<file path="config.mk">
export PLATFORM = sky130hd
export DESIGN_NAME = rsba_ctrl
export DESIGN_NICKNAME = d
export VERILOG_FILES = /design/src/rtl/rsba_pkg.sv /design/src/rtl/rsba_ctrl.sv
export SDC_FILE = /design/constraint.sdc
export NUM_CORES = 1
export LEC_CHECK = 0
export BUFFER_PORTS_ARGS = -buffer_cell sky130_fd_sc_hd__buf_4
export CELL_PAD_IN_SITES_DETAIL_PLACEMENT = 0
export CELL_PAD_IN_SITES_GLOBAL_PLACEMENT = 1
export CORE_AREA = 2 2 39 41
export DETAILED_ROUTE_END_ITERATION = 12
export DIE_AREA = 0 0 41 43
export PLACE_DENSITY_LB_ADDON = 0.1
export SYNTH_ARGS = -nofsm -noshare
export SYNTH_HDL_FRONTEND = slang
export SYNTH_SLANG_ARGS = --single-unit
</file>
<file path="constraint.sdc">
create_clock -name clk_i -period 2.07 [get_ports clk_i]
set_input_delay 0.3105 -clock clk_i [delete_from_list [all_inputs] [get_ports clk_i]]
set_output_delay 0.3105 -clock clk_i [all_outputs]
set_load 0.03 [all_outputs]
</file>
<file path="src/rtl/rsba_pkg.sv">
// ----------------------------------------------------------------------------
// rsba_pkg: shared types and constants of the slot bitmap allocator
// Opcodes, result status codes, field widths, controller/datapath bundles, first-zero search.
// ----------------------------------------------------------------------------
package rsba_pkg;

  localparam int unsigned HandleW  = 10;
  localparam int unsigned SlotW    = 10;
  localparam int unsigned StatusW  = 3;
  localparam int unsigned CfgW     = 11;
  localparam int unsigned CountW   = 16;
  localparam int unsigned WordBits = 32;

  localparam logic [CfgW-1:0]   UsableReset = 11'd1024;
  localparam logic [CountW-1:0] CountMax    = 16'hFFFF;

  localparam logic OpAdd    = 1'b0;
  localparam logic OpRemove = 1'b1;

  localparam logic [StatusW-1:0] StNew          = 3'd0;
  localparam logic [StatusW-1:0] StShared       = 3'd1;
  localparam logic [StatusW-1:0] StFull         = 3'd2;
  localparam logic [StatusW-1:0] StSaturated    = 3'd3;
  localparam logic [StatusW-1:0] StDropped      = 3'd4;
  localparam logic [StatusW-1:0] StFreed        = 3'd5;
  localparam logic [StatusW-1:0] StUnregistered = 3'd6;

  // Controller to datapath
  typedef struct packed {
    logic clr_step;
    logic accept;
    logic lookup;
    logic scan;
    logic free_wr;
    logic load_out;
  } rsba_cmd_t;

  // Datapath to controller
  typedef struct packed {
    logic clr_done;
    logic need_scan;
    logic need_free;
    logic scan_done;
  } rsba_stat_t;

  // Position of the lowest zero bit, binary search in five halving steps
  function automatic logic [4:0] first_zero(input logic [WordBits-1:0] w);
    logic [WordBits-1:0] x;
    logic [4:0]          p;
    x = ~w;
    p = '0;
    if (x[15:0] == 16'd0) begin
      p[4] = 1'b1;
      x    = x >> 16;
    end
    if (x[7:0] == 8'd0) begin
      p[3] = 1'b1;
      x    = x >> 8;
    end
    if (x[3:0] == 4'd0) begin
      p[2] = 1'b1;
      x    = x >> 4;
    end
    if (x[1:0] == 2'd0) begin
      p[1] = 1'b1;
      x    = x >> 2;
    end
    if (x[0] == 1'b0) begin
      p[0] = 1'b1;
    end
    return p;
  endfunction

endpackage

</file>
<file path="src/rtl/rsba_ctrl.sv">
// ----------------------------------------------------------------------------
// rsba_ctrl: sequencer of the slot bitmap allocator
// Clearing pass after reset, then lookup, word scan or free, result handoff.
// ----------------------------------------------------------------------------
module rsba_ctrl (
  input  logic                 clk_i,
  input  logic                 rst_ni,
  input  logic                 in_valid_i,
  output logic                 in_ready_o,
  input  logic                 out_free_i,
  input  rsba_pkg::rsba_stat_t stat_i,
  output rsba_pkg::rsba_cmd_t  cmd_o
);

  localparam logic [2:0] SClear  = 3'd0;
  localparam logic [2:0] SIdle   = 3'd1;
  localparam logic [2:0] SLookup = 3'd2;
  localparam logic [2:0] SScan   = 3'd3;
  localparam logic [2:0] SFree   = 3'd4;
  localparam logic [2:0] SDone   = 3'd5;

  logic [2:0] state_q, state_d;

  always_comb begin
    state_d = state_q;
    cmd_o   = '0;
    unique case (state_q)
      SClear: begin
        cmd_o.clr_step = 1'b1;
        if (stat_i.clr_done) begin
          state_d = SIdle;
        end
      end
      SIdle: begin
        if (in_valid_i) begin
          cmd_o.accept = 1'b1;
          state_d      = SLookup;
        end
      end
      SLookup: begin
        cmd_o.lookup = 1'b1;
        priority if (stat_i.need_scan) begin
          state_d = SScan;
        end else if (stat_i.need_free) begin
          state_d = SFree;
        end else begin
          state_d = SDone;
        end
      end
      SScan: begin
        cmd_o.scan = 1'b1;
        if (stat_i.scan_done) begin
          state_d = SDone;
        end
      end
      SFree: begin
        cmd_o.free_wr = 1'b1;
        state_d       = SDone;
      end
      SDone: begin
        // hold the result until the output register frees up
        if (out_free_i) begin
          cmd_o.load_out = 1'b1;
          state_d        = SIdle;
        end
      end
      default: begin
        state_d = SIdle;
      end
    endcase
  end

  always_ff @(posedge clk_i or negedge rst_ni) begin
    if (!rst_ni) begin
      state_q <= SClear;
    end else begin
      state_q <= state_d;
    end
  end

  assign in_ready_o = (state_q == SIdle);

endmodule

</file>
Word level (Yosys, flattened, before mapping)
Cells that the tools add are included.
Cells by class
  mux-type cells: 15
  reductions and logical operators: 2
  eq/ne operators: 9
Operators by type and width (number)
  case mux 3 bit (6 select lines): 1
  two-way mux 3 bit: 5
  two-way mux 1 bit: 9
  != test 2 bit, second input constant: 4
  == test 3 x 2 -> 1 bit, second input constant: 2
  == test 3 bit, second input constant: 2
  AND reduction 4 bit: 1
  == test 3 x 1 -> 1 bit, second input constant: 1
  logical NOT 3 bit: 1
Storage, ports and cells
  input port bits: 8
  register bits: 3
  output and inout bits: 7
  word-level logic and storage cells: 27

Depth between registers and ports, before layout
  depth in word-level cells: 3
  depth in mapped cells: 4
  gate-level depth less buffers: 3

Worst setup path after synthesis
Ideal clock, no wire load.
  path type: register to output
  from: register state_q[0]
  to: output cmd_o[3] in the netlist's numbering
  arrival time: 1.265 ns
  cell stages (with the launch flop): 3
  required time: 1.760 ns
  path buffers: 1
  path slack: 0.495 ns
  cells stage by stage: dfrtp_1 > buf_2 > nor3b_1
RTL lines
  start, declared: line rsba_ctrl.sv:22  | logic [2:0] state_q, state_d;
  start signal, assigned: line rsba_ctrl.sv:75  | state_q <= SClear;
  start signal, assigned: line rsba_ctrl.sv:77  | state_q <= state_d;
  end, declared: line rsba_ctrl.sv:12  | output rsba_pkg::rsba_cmd_t cmd_o

==> key figures <==
Worst setup path
  • CP startpoint kind: register
  • CP max stage cell: dfrtp_1
  • Cell Chain, Critical Path: and2b_1 -> and3_1 -> buf_4
  • Arrival time at the worst endpoint: 1.29 ns
  • CP peak stage delay: 0.50 ns
  • Crit-path max FO: 12
  • WS Path Type: register to output port
  • Required time worst endpoint: 1.76 ns
  • CP endpoint kind: output port

Die
  • Die Area: 1760 µm²
  • Die H: 43 µm
  • # IOs: 15
  • Chip Width: 41 µm
  • Initial Util: 0.178
  • FP Rows: 14
  • Core Box Area: 1380 µm²

Clocking
  • Clk buf depth: 2
  • Clock transition at path regs: 0.04 ns
  • H-tree Lvls: 1
  • Root Buffer: clkbuf_4
  • CTS buffer count: 3
  • CTS tree: built
  • # clock sinks: 3
  • Worst-skew pair later-pin latency: 0.23 ns
  • Post-CTS Setup Repair Bufs: 0

Routing
  • ANT nets after route: 0
  • Wire per inst: 9.57 µm
  • Vias per cell: 4.20
  • Via count: 252
  • DRC violations left: 0
  • Initial DRC count: 4
  • WL final: 574 µm
  • Pre-antenna DRT Iters: 2

Synth
  • Seq/Total Area, Yosys: 0.305
  • Avg Inst Size Synth: 8.80 µm²
  • Mapped Nets: 36
  • Number of synthesized register bits: 3
  • YS warnings: 0
  • Synthesized area: 246 µm²
  • Netlist cell types: 17
  • Synth Instances: 28

Power and ir drop
  • Int Pwr: 305 µW
  • Net switching power: 269 µW
  • Power per cell area: 1510 nW/µm²
  • Comb pwr share: 0.559
  • Peak supply drop: 564 µV
  • Clock power share: 0.175
  • Pleak: 0.182 nW
  • Seq pwr share: 0.266
  • Sw frac: 0.469

Timing
  • Fmax: 0.623 GHz
  • Slew margin rel.: 0.779
  • RSZ-0062 raised after global routing: false
  • Period utilisation layout: 0.775
  • Setup TNS: 0 ns
  • Worst-Margin Slew: 0.332 ns
  • Final setup violation count: 0
  • Fin. Hold Viols: 0
  • Clk_skew: 0.00148 ns
  • Period minus WS final: 1.60 ns
  • Slew Viols, Final: 0

Global routing
  • First-pass GRT wire length: 993 µm
  • Initial antenna violation count: 0
  • GRT busiest layer: met2
  • Total gr overflow: 0
  • Met2 track demand over resource: 0.116
  • Global routing usage on met1: 0.106
  • GR Util All Layers: 0.0884
  • Vias in the first global route: 257
  • Largest net degree at the start of global routing: 13
  • GRT met3 Usage: 0.0314

Cells and area
  • Top reg by flops: state_q
  • Final core utilization: 0.275
  • Area Growth Syn to Fin: 54.3%
  • Final instance area: 380 µm²
  • Ant. Diodes: 0
  • Regs by FF count: state_q (3)
  • Max reg flops: 3
  • Nets@finish: 53
  • Layout cells sized above 1: 0.455
  • FILL cells: 170

Place
  • Dpl cell area: 344 µm²
  • Gp weighted congestion: 0.656
  • Input/output buffers: 14

Outcome
  • Status: finished clean

Hold path
  • HP Class: primary input to register

Job
  • Max-capacitance violation count: 0
==> routing by layer <==
metal	part of all wire	vias to the layer above
met5	0	-
met4	0.024	0
met3	0.10	2
met2	0.46	12
met1	0.41	110
li1	-	128
==> through the flow <==
stage / std cells / worst slack (ns) / power (mW) / hold WS, ns
final: 60 / 0.465 / 0.575 / 0.315
after global routing: 60 / 0.368 / 0.630 / 0.333
after CTS: 60 / 0.443 / 0.588 / 0.323
after detailed placement: 55 / 0.698 / 0.479 / 0.100
after global placement: 55 / 0.700 / 0.481 / 0.0999
after floorplan: 28 / 0.495 / 0.404 / 0.0149
==> power by group through the flow <==
stage / clock network, mW / logic, mW / registers, mW
after floorplan: 0 / 0.307 / 0.0978
after CTS: 0.106 / 0.327 / 0.155
after detailed placement: 0 / 0.324 / 0.155
after global routing: 0.114 / 0.351 / 0.165
after global placement: 0 / 0.326 / 0.155
final: 0.100 / 0.321 / 0.153
==> what timing repair did <==
item,CTS,global route
hold buffers,1,0
hold endpoints to repair,3,0
resized for setup,0,0
==> Yosys cell counts, drive strengths merged <==
cell type | instances | share of area
dfrtp | 3 | 0.30
o221ai | 1 | 0.036
nor3b | 1 | 0.030
nor2 | 4 | 0.061
and2b | 1 | 0.030
nand3b | 1 | 0.030
nor3 | 1 | 0.020
buf | 3 | 0.11
nand2 | 1 | 0.015
a311oi | 1 | 0.061
and3b | 1 | 0.041
a21oi | 3 | 0.061
o21ai | 2 | 0.041
nand2b | 4 | 0.13
and3 | 1 | 0.025
==> worst max-delay path, delay by kind of cell (launching register included) <==
family        cells  cell delay, ns
flops             1            0.50
buf+inv           1            0.16
simple gates      2            0.40
==> layout make-up <==
type | count | area (µm²) | share of cell area
clock buffer | 4 | 26.3 | 0.0691
multi-input combinational | 22 | 144 | 0.378
sequential | 3 | 75.1 | 0.197
tap | 16 | 20.0 | 0.0526
timing repair buffer | 15 | 115 | 0.303
==> kinds of logic after synthesis <==
kind of cell,share of synthesized area
and+or+nand+nor,0.386
DFF,0.305
buffers and inverters,0.112
AOI/OAI and AO/OA,0.198
==> cell usage in the layout (no fill, tap or decap) <==
cell type and instances:
a21oi_1 3, a311oi_2 1, and2b_1 1, and3_1 1
and3b_2 1, buf_4 14, clkbuf_1 1, clkbuf_4 3
dfrtp_1 3, dlygate4sd3_1 1, nand2_1 1, nand2b_1 3
nand2b_4 1, nand3b_1 1, nor2_1 4, nor3_1 1
nor3b_1 1, o21ai_0 2, o221ai_1 1
==> final timing paths <==
check | depth (start not counted) | start | end | slack [ns]
worst max-delay path | 3 | state_q[1]$_DFFE_PN0P_ | cmd_o[0] | 0.47
worst min-delay path | 3 | stat_i[0] | state_q[2]$_DFFE_PN0P_ | 0.31
worst max register to register | 3 | state_q[1]$_DFFE_PN0P_ | state_q[2]$_DFFE_PN0P_ | 0.94
worst min register to register | 1 | state_q[2]$_DFFE_PN0P_ | state_q[1]$_DFFE_PN0P_ | 0.59
max in group asynchronous | 2 | rst_ni | state_q[0]$_DFFE_PN0P_ | 1.57
min in group asynchronous | 2 | rst_ni | state_q[1]$_DFFE_PN0P_ | 0.40
(Power assumes the default switching activity.)
